[src/hdl/srme_pkg.sv]
// ---------------------------------------------------------------------------
// srme_pkg: shared types and codes of the sorted region map engine
// Request kinds, result codes, register indexes, controller states and the
// command and status groups between controller and datapath.
// ---------------------------------------------------------------------------
`default_nettype none

package srme_pkg;

    typedef enum logic [1:0] {
        K_ADD    = 2'd0,
        K_REMOVE = 2'd1,
        K_LOOKUP = 2'd2,
        K_GAP    = 2'd3
    } t_kind;

    localparam logic [2:0] ST_OK       = 3'd0;
    localparam logic [2:0] ST_INVALID  = 3'd1;
    localparam logic [2:0] ST_OVERLAP  = 3'd2;
    localparam logic [2:0] ST_NOSPACE  = 3'd3;
    localparam logic [2:0] ST_NOTFOUND = 3'd4;

    localparam logic [7:0] CFG_USER_LOW  = 8'd0;
    localparam logic [7:0] CFG_USER_HIGH = 8'd1;
    localparam logic [7:0] CFG_KERNEL    = 8'd2;
    localparam logic [7:0] CFG_GAP_BASE  = 8'd3;

    localparam logic [31:0] RST_USER_LOW  = 32'h0000_1000;
    localparam logic [31:0] RST_USER_HIGH = 32'h8000_0000;
    localparam logic [31:0] RST_KERNEL    = 32'hFFFF_FFFF;
    localparam logic [31:0] RST_GAP_BASE  = 32'h6000_0000;

    typedef struct packed {
        logic [31:0] start;
        logic [31:0] stop;
        logic [2:0]  prot;
        logic [7:0]  flags;
        logic [15:0] tag;
        logic [31:0] offset;
    } t_entry;

    typedef enum logic [2:0] {
        S_IDLE,
        S_CHECK,
        S_READ,
        S_EVAL,
        S_FINAL,
        S_DONE
    } t_state;

    typedef struct packed {
        logic load;
        logic check;
        logic read;
        logic eval;
        logic final_step;
        logic out_load;
    } t_cmd;

    typedef struct packed {
        logic check_fail;
        logic scan_end;
        logic eval_next;
        logic eval_final;
    } t_stat;

endpackage

`default_nettype wire

[src/hdl/srme_ctrl.sv]
// ---------------------------------------------------------------------------
// srme_ctrl: sequencer of the region map engine
// Steps one request through check, scan and finish, and owns the output
// valid flag.
// ---------------------------------------------------------------------------
`default_nettype none

module srme_ctrl (
    input  wire             i_clk,
    input  wire             i_rst_n,
    input  wire             i_valid,
    output logic            o_ready,
    output logic            o_valid,
    input  wire             i_ready,
    input  srme_pkg::t_stat i_stat,
    output srme_pkg::t_cmd  o_cmd
);
    import srme_pkg::*;

    t_state r_state, n_state;
    logic   r_ovalid;
    logic   w_free;

    assign w_free = !r_ovalid || i_ready;

    // next state
    always_comb begin
        n_state = r_state;
        unique case (r_state)
            S_IDLE:  if (i_valid) n_state = S_CHECK;
            S_CHECK: n_state = i_stat.check_fail ? S_DONE : S_READ;
            S_READ:  n_state = i_stat.scan_end ? S_FINAL : S_EVAL;
            S_EVAL: begin
                if (i_stat.eval_next)       n_state = S_READ;
                else if (i_stat.eval_final) n_state = S_FINAL;
                else                        n_state = S_DONE;
            end
            S_FINAL: n_state = S_DONE;
            S_DONE:  if (w_free) n_state = S_IDLE;
            default: n_state = S_IDLE;
        endcase
    end

    // commands
    always_comb begin
        o_cmd            = '0;
        o_cmd.load       = (r_state == S_IDLE) && i_valid;
        o_cmd.check      = (r_state == S_CHECK);
        o_cmd.read       = (r_state == S_READ) && !i_stat.scan_end;
        o_cmd.eval       = (r_state == S_EVAL);
        o_cmd.final_step = (r_state == S_FINAL);
        o_cmd.out_load   = (r_state == S_DONE) && w_free;
    end

    assign o_ready = (r_state == S_IDLE);
    assign o_valid = r_ovalid;

    // hold state and output valid
    always_ff @(posedge i_clk) begin
        if (!i_rst_n) begin
            r_state  <= S_IDLE;
            r_ovalid <= 1'b0;
        end else begin
            r_state <= n_state;
            if (o_cmd.out_load)  r_ovalid <= 1'b1;
            else if (i_ready)    r_ovalid <= 1'b0;
        end
    end

endmodule

`default_nettype wire

[config.mk]
export PLATFORM = sky130hd
export DESIGN_NAME = srme_ctrl
export DESIGN_NICKNAME = d
export VERILOG_FILES = /design/src/hdl/srme_pkg.sv /design/src/hdl/srme_ctrl.sv
export SDC_FILE = /design/constraint.sdc
export NUM_CORES = 1
export LEC_CHECK = 0
export CELL_PAD_IN_SITES_DETAIL_PLACEMENT = 0
export CELL_PAD_IN_SITES_GLOBAL_PLACEMENT = 1
export CORE_AREA = 4 4 41 43
export CTS_CLUSTER_DIAMETER = 200
export DETAILED_ROUTE_END_ITERATION = 16
export DIE_AREA = 0 0 45 47
export DONT_BUFFER_PORTS = 1
export PLACE_DENSITY_LB_ADDON = 0.05
export SLEW_MARGIN = 15
export SYNTH_ARGS = -nofsm -noshare
export SYNTH_HDL_FRONTEND = slang
export SYNTH_SLANG_ARGS = --single-unit
[constraint.sdc]
create_clock -name i_clk -period 1.4 [get_ports i_clk]
set_clock_uncertainty 0.2 [all_clocks]
set_input_delay 0.21 -clock i_clk [delete_from_list [all_inputs] [get_ports i_clk]]
set_output_delay 0.21 -clock i_clk [all_outputs]
set_load 0.02 [all_outputs]
==> flow_metrics.py, run 1 <==
metrics = {
    "power": {
        "cellPowerDensity_nw_per_um2": 1045,
        "p_switching_uw": 212.5,
        "swShare_pct": 33.79,
        "p_comb_share_pct": 54.0,
        "p_int_uw": 416.3,
        "vdd_ir_drop_max_mv": 0.3936,
        "power_frac_seq_pct": 23.9,
        "p_leak_nw": 0.2684,
        "clock_power_share_pct": 22.2,
    },
    "yosys": {
        "syn-cell-area_um2": 330.3,
        "yosys.area.top_type_share_pct": 24.24,
        "synthCells": 38,
        "avgSynthCellArea_um2": 8.693,
        "synth_cell_type_count": 24,
        "synth.area.top_cells": "dfxtp_1 24%, a21oi_1 7.6%, nor4b_4 7.2%",
        "synth-main-ff-cell": "dfxtp_1",
        "yosysWarnings": 0,
        "synth-seq-cells": 4,
        "ys_seq_area_share_pct": 24.24,
        "yosys-top-cells-count": "5 x a21oi_1, 4 x dfxtp_1, 3 x inv_1, 3 x nand2b_1",
        "syn-num-nets": 46,
        "synth_async_sr_flop_share_pct": 0,
        "synth_edf_count": 0,
        "synth_top_area_cell": "dfxtp_1",
        "synth.most_common_cell": "a21oi_1",
    },
    "critical_path": {
        "crit_path_top_delay_cell": "dfxtp_4",
        "worstPathCellList": "buf_12 > nor4b_4 > buf_4",
        "path_depth": 3,
        "endpoint_kind": "primary output",
        "critPathMaxFanout": 5,
        "reg2regPathDepth": 4,
        "worstPathArrival_ns": 1.16,
        "critical-path-top-delay-family": "flip-flops",
        "required_ns": 0.99,
        "slowest_delay_ns": 0.34,
        "path_class": "flip-flop to primary output",
        "cp-start-kind": "flip-flop",
        "crit_buf_inv": 2,
    },
    "layout": {
        "design_area_um2": 601.8,
        "n_antenna_cell": 0,
        "fin_nets": 68,
        "area_growth_pct": 82.20,
        "post-route-util_pct": 46.25,
        "drive_above_1_share_pct": 58.62,
    },
    "clock_tree": {
        "cts.sinks": 4,
        "cts_buffers": 3,
        "clk_latency_ns": 0.23,
        "clockBufferDepth": 2,
        "cts_tree": "done",
        "htreeDepth": 1,
        "cts.clk_slew.worst_paths_ns": 0.04,
        "root_buffer": "clkbuf_4",
    },
    "routing": {
        "avgRoutedWirePerCell_um": 14.30,
        "drc": 0,
        "drt_wl_total_um": 1044,
        "vias_per_cell": 4.918,
        "drtIter0Drc": 1,
        "firstDrtPassIters": 2,
        "postRouteAntennaNets": 0,
        "dr_total_vias": 359,
    },
    "sta": {
        "hold_viol": 0,
        "tightest_slew_ns": 0.2257,
        "slew_violations": 0,
        "max_freq_mhz": 637.7,
        "finalWorstSetupSlack_ns": -0.1680,
        "hold_ws_ns": 0.06327,
        "rsz0062_at_grt": "yes",
        "finalCriticalPeriod_ns": 1.568,
        "slew_headroom_pct": 84.89,
        "post-route-period-util_pct": 112.0,
        "setup_violations": 9,
    },
    "global_routing": {
        "grt_remaining_overflow": 0,
        "grt_max_degree": 7,
        "antenna_found_initial": 0,
        "grt_pass1_vias": 407,
        "grt_use_total_pct": 11.45,
        "grt_pass1_wl_um": 1731,
    },
    "die": {
        "ios": 16,
        "fp.dieArea_um2": 2115,
        "die_h_um": 47,
        "design.core.area_um2": 1301,
        "die_w_um": 45,
        "rows": 13,
        "initial_utilization_pct": 25.38,
    },
    "hold_path": {
        "min_path_cells": 2,
        "hold_path_class": "primary input to flip-flop",
    },
    "status": {
        "violations": "negative setup slack",
        "outcome": "complete, but fails checks",
    },
    "placed_design": {
        "placed_area_um2": 432.9,
        "dpl.hpwl_um": 695.9,
        "numPortBuffers": 0,
        "gp_routability_congestion": 0.7405,
    },
    "flow_run": {
        "max_cap_viol_count": 0,
    },
}
-- kinds of logic (layout without fill, tap and decap cells) --
logic type / after synthesis / after routing / synth area share, %
AND/OR/NAND/NOR: 18 / 18 / 44.32
AO/OA/AOI/OAI: 10 / 10 / 20.83
buffers and inverters: 6 / 26 / 10.60
flip-flops: 4 / 4 / 24.24
-- flip-flops by register name (all words and copies together) (netlist names) --
register  cells
r_state       3
o_valid       1
-- final timing paths --
check / endpoint / slack, ns / startpoint
worst max-delay path: o_cmd[3] / -0.17 / r_state[0]
worst min-delay path: r_state[2] / 0.06 / i_stat[3]
worst max register to register: r_state[2] / -0.06 / r_state[0]
worst min register to register: o_valid / 0.39 / o_valid
-- worst register-to-register path, stage by stage (launching register included) --
cell and delay, ns:
dfxtp_4 0.34, buf_4 0.14, nor3b_4 0.16, and2_1 0.14, o41a_1 0.36
-- metal layers --
layer,vias to the layer above,share of wire [%],GRT usage [%]
li1,179,-,-
met1,165,40,12.73
met2,13,53,20.62
met3,2,5.4,2.682
met4,0,2.0,5.263
met5,-,0,0
-- stage by stage --
stage	total power [mW]	std cells	setup WS (ns)	TNS, ns
CTS	0.6017	72	-0.1855	-0.8919
global placement	0.3815	62	0.01510	0
detailed placement	0.3820	62	0.002911	0
global route	0.6689	73	-0.2234	-1.294
finish	0.6288	73	-0.1680	-0.8945
floorplan	0.2918	38	-0.1225	-0.3267
-- cells in the final DEF (no fill, tap or decap), drive strengths merged, types with 2 or more instances in the layout --
cell and instances:
nor3 2, and2 2, dlygate4sd3 2, buf 18, nand2b 3, nor2 2
dfxtp 4, a21oi 5, clkbuf 3, inv 3, nand3b 2
-- power groups by stage --
stage	registers, mW	clock network [mW]	logic [mW]
3_5_place_dp	0.146	0	0.236
6_report	0.150	0.139	0.339
3_3_place_gp	0.146	0	0.236
5_1_grt	0.154	0.154	0.361
4_1_cts	0.147	0.148	0.307
2_1_floorplan	0.137	0	0.155
-- what timing repair did --
item                                    in CTS  in global routing
resized for setup                           14                  8
endpoints found under the setup margin       7                  9
setup buffers                                5                  1
cloned                                       0                  0
pin swaps                                    5                  4
hold buffers                                 2                  0
hold endpoints to repair                     4                  0
-- layout make-up --
| cell class | instances | area [µm²] |
|---|---|---|
| Sequential cell | 4 | 91.34 |
| Timing Repair Buffer | 20 | 193.9 |
| Fill cell | 140 | 699.4 |
| Inverter | 3 | 11.26 |
| Tap cell | 15 | 18.77 |
| Multi-Input combinational cell | 28 | 264.0 |
| Clock buffer | 3 | 22.52 |
Note: power is estimated with default switching activity, not from simulation.
==> run 2, diff against run 1 <==
--- a/config.mk
+++ b/config.mk
@@ -13,6 +13,7 @@
 export DIE_AREA = 0 0 45 47
 export DONT_BUFFER_PORTS = 1
 export PLACE_DENSITY_LB_ADDON = 0.05
+export RECOVER_POWER = 25
 export SLEW_MARGIN = 15
 export SYNTH_ARGS = -nofsm -noshare
 export SYNTH_HDL_FRONTEND = slang
==> run 2 against run 1 <==
Against the previous run:
- the run still ends with negative setup slack left
- clock-buffer cell count stayed put
- fmax hardly changed
- combinational power hardly changed
- non-clock buffer count stayed put
- core utilization is 0.29 points lower
==> flow_metrics.py, run 2 (synthesis results as in run 1) <==
metrics = {
    "routing": {
        "postRouteAntennaNets": 0,
        "dr_total_vias": 361,
        "drt_wl_total_um": 1049,
        "drc": 0,
        "avgRoutedWirePerCell_um": 14.37,
        "firstDrtPassIters": 2,
        "drtIter0Drc": 4,
        "vias_per_cell": 4.945,
    },
    "die": {
        "initial_utilization_pct": 25.38,
        "ios": 16,
        "die_h_um": 47,
        "rows": 13,
        "die_w_um": 45,
        "design.core.area_um2": 1301,
        "fp.dieArea_um2": 2115,
    },
    "layout": {
        "regMostFlops": "r_state",
        "stdcell_count": 73,
        "drive_above_1_share_pct": 56.90,
        "n_antenna_cell": 0,
        "largest_register_ffs": 3,
        "fin_nets": 68,
        "final_common_cell": "buf_4",
        "post-route-util_pct": 45.96,
        "num-fill-cells": 140,
        "area_growth_pct": 81.06,
        "layout_common_cells": "10 x buf_4, 5 x a21oi_1, 5 x buf_6",
    },
    "placed_design": {
        "dpl.hpwl_um": 695.9,
        "gp_routability_congestion": 0.7405,
        "numPortBuffers": 0,
        "placed_cells": 62,
        "place_ws_ns": 0.002911,
    },
    "sta": {
        "slew_violations": 0,
        "slew_headroom_pct": 82.87,
        "setup_tns_ns": -0.9015,
        "max_freq_mhz": 637.7,
        "finalWorstSetupSlack_ns": -0.1682,
        "hold_viol": 0,
        "rsz0062_at_grt": "yes",
        "post-route-period-util_pct": 112.0,
        "finalCriticalPeriod_ns": 1.568,
        "setup_violations": 9,
        "tightest_slew_ns": 0.2580,
    },
    "critical_path": {
        "required_ns": 0.99,
        "endpoint_kind": "primary output",
        "cp-start-kind": "flip-flop",
        "critPathMaxFanout": 5,
        "path_class": "flip-flop to primary output",
        "worstPathArrival_ns": 1.16,
    },
    "global_routing": {
        "met2_usage_pct": 20.62,
        "grt_pass1_vias": 407,
        "grt_max_degree": 7,
        "antenna_found_initial": 0,
        "gr-usage-met3_pct": 2.682,
        "grt_remaining_overflow": 0,
        "grt_use_total_pct": 11.45,
        "met1_usage_pct": 12.73,
        "busiest_layer": "met2",
        "grt_pass1_wl_um": 1731,
    },
    "clock_tree": {
        "cts.clk_slew.worst_paths_ns": 0.04,
        "cts.sinks": 4,
        "root_buffer": "clkbuf_4",
        "clockBufferDepth": 2,
        "clk_latency_ns": 0.23,
        "cts_tree": "done",
        "cts_buffers": 3,
        "htreeDepth": 1,
    },
    "power": {
        "fin_total_pwr_uw": 628.2,
        "vdd_ir_drop_max_mv": 0.3784,
        "cellPowerDensity_nw_per_um2": 1050,
        "p_leak_nw": 0.2642,
    },
    "status": {
        "violations": "negative setup slack",
        "outcome": "complete, but fails checks",
    },
    "hold_path": {
        "hold_path_class": "primary input to flip-flop",
    },
    "flow_run": {
        "max_cap_viol_count": 0,
    },
}
-- run 2: cell types whose count changed in the layout (fill, tap and decap cells not counted), sizes merged --
| cell | before | now |
|---|---|---|
| buf | 18 | 17 |
| clkbuf | 3 | 4 |
-- run 2: what timing repair did --
| item | 4_1_cts | 5_1_grt |
|---|---|---|
| gates cloned | 0 | 0 |
| resized for setup | 14 | 8 |
| hold buffers | 2 | 0 |
| buffers inserted | 5 | 1 |
| endpoints found under the hold margin | 4 | 0 |
| setup endpoints to repair | 7 | 9 |
| pin swaps | 5 | 4 |
-- run 2: layout make-up --
| class | instances | area [µm²] | share of cell area, % |
|---|---|---|---|
| Clock buffer | 3 | 22.52 | 3.766 |
| Inverter | 3 | 11.26 | 1.883 |
| Multi-Input combinational cell | 28 | 264.0 | 44.14 |
| Sequential cell | 4 | 91.34 | 15.27 |
| Tap cell | 15 | 18.77 | 3.138 |
| Timing Repair Buffer | 20 | 190.2 | 31.80 |
-- run 2: layer usage --
metal	share of wire, %	vias to the layer above
met2	52	13
met4	2.0	0
met3	5.3	2
met1	40	167
met5	0	-
li1	-	179
-- run 2: path summary, 6_finish.rpt --
check,start,to,slack [ns],cells after the start
max,r_state[0],o_cmd[3],-0.17,3
min,i_stat[3],r_state[2],0.07,2
max reg2reg,r_state[0],r_state[2],-0.06,4
min reg2reg,o_valid,o_valid,0.39,2
-- run 2: power by group --
group / total [mW] / leakage (nW) / internal (mW) / switching (mW)
registers: 0.150 / 0.0348 / 0.132 / 0.0187
logic: 0.338 / 0.216 / 0.188 / 0.150
clock network: 0.139 / 0.0138 / 0.0957 / 0.0438
total: 0.628 / 0.264 / 0.415 / 0.213
-- run 2: per-stage QoR --
step / cell area [µm²] / hold slack (ns)
floorplan: 335.3 / 0.1412
global placement: 432.9 / 0.1555
detailed placement: 432.9 / 0.1486
CTS: 559.3 / 0.04637
global route: 598.1 / 0.07503
finish: 598.1 / 0.06598
-- run 2: worst max-delay path: stages (launching register included) --
cell and delay, ns:
dfxtp_4 0.34, buf_12 0.13, nor4b_4 0.27, buf_4 0.19
==> run 3, diff against run 2 <==
--- a/config.mk
+++ b/config.mk
@@ -5,6 +5,7 @@
 export SDC_FILE = /design/constraint.sdc
 export NUM_CORES = 1
 export LEC_CHECK = 0
+export ABC_AREA = 1
 export CELL_PAD_IN_SITES_DETAIL_PLACEMENT = 0
 export CELL_PAD_IN_SITES_GLOBAL_PLACEMENT = 1
 export CORE_AREA = 4 4 41 43
@@ -12,6 +13,7 @@
 export DETAILED_ROUTE_END_ITERATION = 16
 export DIE_AREA = 0 0 45 47
 export DONT_BUFFER_PORTS = 1
+export HOLD_SLACK_MARGIN = 0.12
 export PLACE_DENSITY_LB_ADDON = 0.05
 export RECOVER_POWER = 25
 export SLEW_MARGIN = 15
==> run 3 against run 2 <==
Against the previous run:
- the run still ends with negative setup slack left
- first-iteration DRC count up 100%
- die area stayed put
- clock-buffer cell count is the same
- non-clock buffer count decreased by 5
- global-route usage decreased by 2.4 points
- register-to-register slack gained 0.09 ns
- design area fell by 14%
- via count down 6.4%
- worst setup slack improved by 0.14 ns
==> flow_metrics.py, run 3 <==
metrics = {
    "yosys": {
        "synth.most_common_cell": "inv_1",
        "synth_async_sr_flop_share_pct": 0,
        "yosys.area.top_type_share_pct": 29.77,
        "synth.area.top_cells": "dfxtp_1 30%, inv_1 21%, nor2_1 9.8%",
        "yosysWarnings": 0,
        "ys_seq_area_share_pct": 29.77,
        "synthCells": 47,
        "avgSynthCellArea_um2": 5.724,
        "syn-num-nets": 55,
        "yosys-top-cells-count": "15 x inv_1, 7 x nor2_1, 5 x nand2_1",
        "synth-main-ff-cell": "dfxtp_1",
        "synth-seq-cells": 4,
        "syn-cell-area_um2": 269.0,
        "synth_edf_count": 0,
        "synth_cell_type_count": 12,
        "synth_top_area_cell": "dfxtp_1",
    },
    "layout": {
        "fin_nets": 75,
        "multi_input_area_um2": 182.7,
        "regMostFlops": "r_state",
        "register_area_um2": 88.84,
        "final_common_cell": "inv_1",
        "largest_register_ffs": 3,
        "drive_above_1_share_pct": 46.15,
        "layout_common_cells": "9 x inv_1, 7 x nor2_1, 6 x inv_2",
        "area_growth_pct": 90.70,
        "num-fill-cells": 151,
        "n_antenna_cell": 0,
    },
    "critical_path": {
        "critPathMaxFanout": 6,
        "rrSetupSlack_ns": 0.03,
        "required_ns": 0.99,
        "r2r_start": "r_state[0]",
        "worstPathArrival_ns": 1.02,
        "path_class": "flip-flop to primary output",
        "reg2regPathDepth": 9,
        "rr_endpoint": "r_state[0]",
        "cp-start-kind": "flip-flop",
        "endpoint_kind": "primary output",
    },
    "clock_tree": {
        "root_buffer": "clkbuf_4",
        "cts_buffers": 3,
        "htreeDepth": 1,
        "cts_tree": "done",
        "clk_latency_ns": 0.23,
        "clockBufferDepth": 2,
        "cts.sinks": 4,
        "cts.clk_slew.worst_paths_ns": 0.04,
    },
    "die": {
        "rows": 13,
        "design.core.area_um2": 1301,
        "ios": 16,
        "fp.dieArea_um2": 2115,
        "die_w_um": 45,
        "initial_utilization_pct": 20.67,
        "die_h_um": 47,
    },
    "power": {
        "p_leak_nw": 0.2489,
        "p_comb_share_pct": 43.6,
        "clock_power_share_pct": 26.2,
        "p_switching_uw": 185.3,
        "p_int_uw": 338.8,
        "swShare_pct": 35.36,
        "cellPowerDensity_nw_per_um2": 1022,
        "power_frac_seq_pct": 30.2,
        "vdd_ir_drop_max_mv": 0.3815,
    },
    "global_routing": {
        "grt_pass1_wl_um": 1455,
        "grt_use_total_pct": 9.019,
        "grt_max_degree": 8,
        "grt_pass1_vias": 345,
        "grt_remaining_overflow": 0,
        "antenna_found_initial": 0,
    },
    "sta": {
        "slew_headroom_pct": 88.42,
        "setup_tns_ns": -0.06948,
        "slew_violations": 0,
        "hold_viol": 0,
        "max_freq_mhz": 699.2,
        "finalCriticalPeriod_ns": 1.430,
        "setup_violations": 3,
        "post-route-period-util_pct": 102.2,
        "rsz0062_at_grt": "yes",
        "finalWorstSetupSlack_ns": -0.03014,
        "tightest_slew_ns": 0.1724,
    },
    "routing": {
        "drt_wl_total_um": 788,
        "drc": 0,
        "postRouteAntennaNets": 0,
        "vias_per_cell": 4.225,
        "dr_total_vias": 338,
        "drtIter0Drc": 8,
        "firstDrtPassIters": 4,
        "avgRoutedWirePerCell_um": 9.850,
    },
    "hold_path": {
        "hold_path_class": "primary input to flip-flop",
        "min_path_cells": 4,
        "hp-start": "i_stat[1]",
        "hold_end": "r_state[1]",
    },
    "flow_run": {
        "max_cap_viol_count": 0,
    },
    "placed_design": {
        "gp_routability_congestion": 0.7572,
        "place_ws_ns": 0.06339,
        "numPortBuffers": 0,
    },
    "status": {
        "violations": "negative setup slack",
        "outcome": "complete, but fails checks",
    },
}
-- run 3: changes by cell type after synthesis, moves of 2 or more --
cell      previous run  this run
and2_1               2         0
inv_1                3        15
nand2_1              1         5
nand2b_1             3         0
nand3_1              0         4
nor2_1               2         7
o21ai_0              0         2
-- run 3: worst max-delay path by stage --
stage	from	to	slack (ns)	depth (start not counted)
after detailed placement	r_state[0]	r_state[0]	0.06	6
after CTS	r_state[1]	o_cmd[5]	-0.06	2
after global routing	r_state[1]	o_cmd[5]	-0.09	2
after floorplan	r_state[0]	o_cmd[0]	0.08	2
final	r_state[1]	o_cmd[5]	-0.03	2
after global placement	r_state[0]	o_cmd[0]	0.06	3
-- run 3: power by group through the flow --
stage	clock network [mW]	registers, mW	logic [mW]
floorplan	0	0.148	0.109
global placement	0	0.149	0.162
detailed placement	0	0.148	0.159
CTS	0.143	0.153	0.219
global route	0.156	0.162	0.253
finish	0.137	0.158	0.229
-- run 3: cell type report --
| class | instances | share of cell area, % |
|---|---|---|
| Inverter | 15 | 10.98 |
| Sequential cell | 4 | 17.32 |
| Multi-Input combinational cell | 28 | 35.61 |
| Timing Repair Buffer | 15 | 28.05 |
| Tap cell | 15 | 3.659 |
| Clock buffer | 3 | 4.390 |
-- run 3: per-stage QoR --
step	hold slack (ns)	utilization, %	power (mW)	instances	instance area, µm²
after global placement	0.1587	26.44	0.3101	68	344.1
after detailed placement	0.1531	26.44	0.3076	68	344.1
final	0.1102	39.42	0.5240	80	513.0
after floorplan	0.1367	-	0.2568	47	280.3
after CTS	0.1259	37.69	0.5149	80	490.5
after global routing	0.1821	39.42	0.5711	80	513.0
-- run 3: critical path: stages (launching register included) --
cell     delay (ns)
dfxtp_4        0.37
nor4_4         0.25
buf_4          0.17
-- run 3: logic make-up (layout without fill, tap and decap cells) --
| kind of cell | Yosys count | after routing | synth area share [%] |
|---|---|---|---|
| AND/OR/NAND/NOR | 20 | 20 | 32.56 |
| buffers and inverters | 15 | 33 | 20.93 |
| AO/OA/AOI/OAI | 8 | 8 | 16.75 |
| flip-flops | 4 | 4 | 29.77 |
-- run 3: what timing repair did --
action | in CTS | in global routing
cloned | 0 | 0
endpoints found under the hold margin | 4 | 0
resized for setup | 15 | 9
buffers inserted | 4 | 0
hold buffers | 5 | 0
pin swaps | 4 | 2
endpoints found under the setup margin | 7 | 9
-- run 3: metal layers --
layer | global-route usage [%] | wire length [µm]
met1 | 13.24 | 394
met2 | 12.99 | 343
met3 | 2.682 | 50
met4 | 1.754 | 0
met5 | 0 | 0
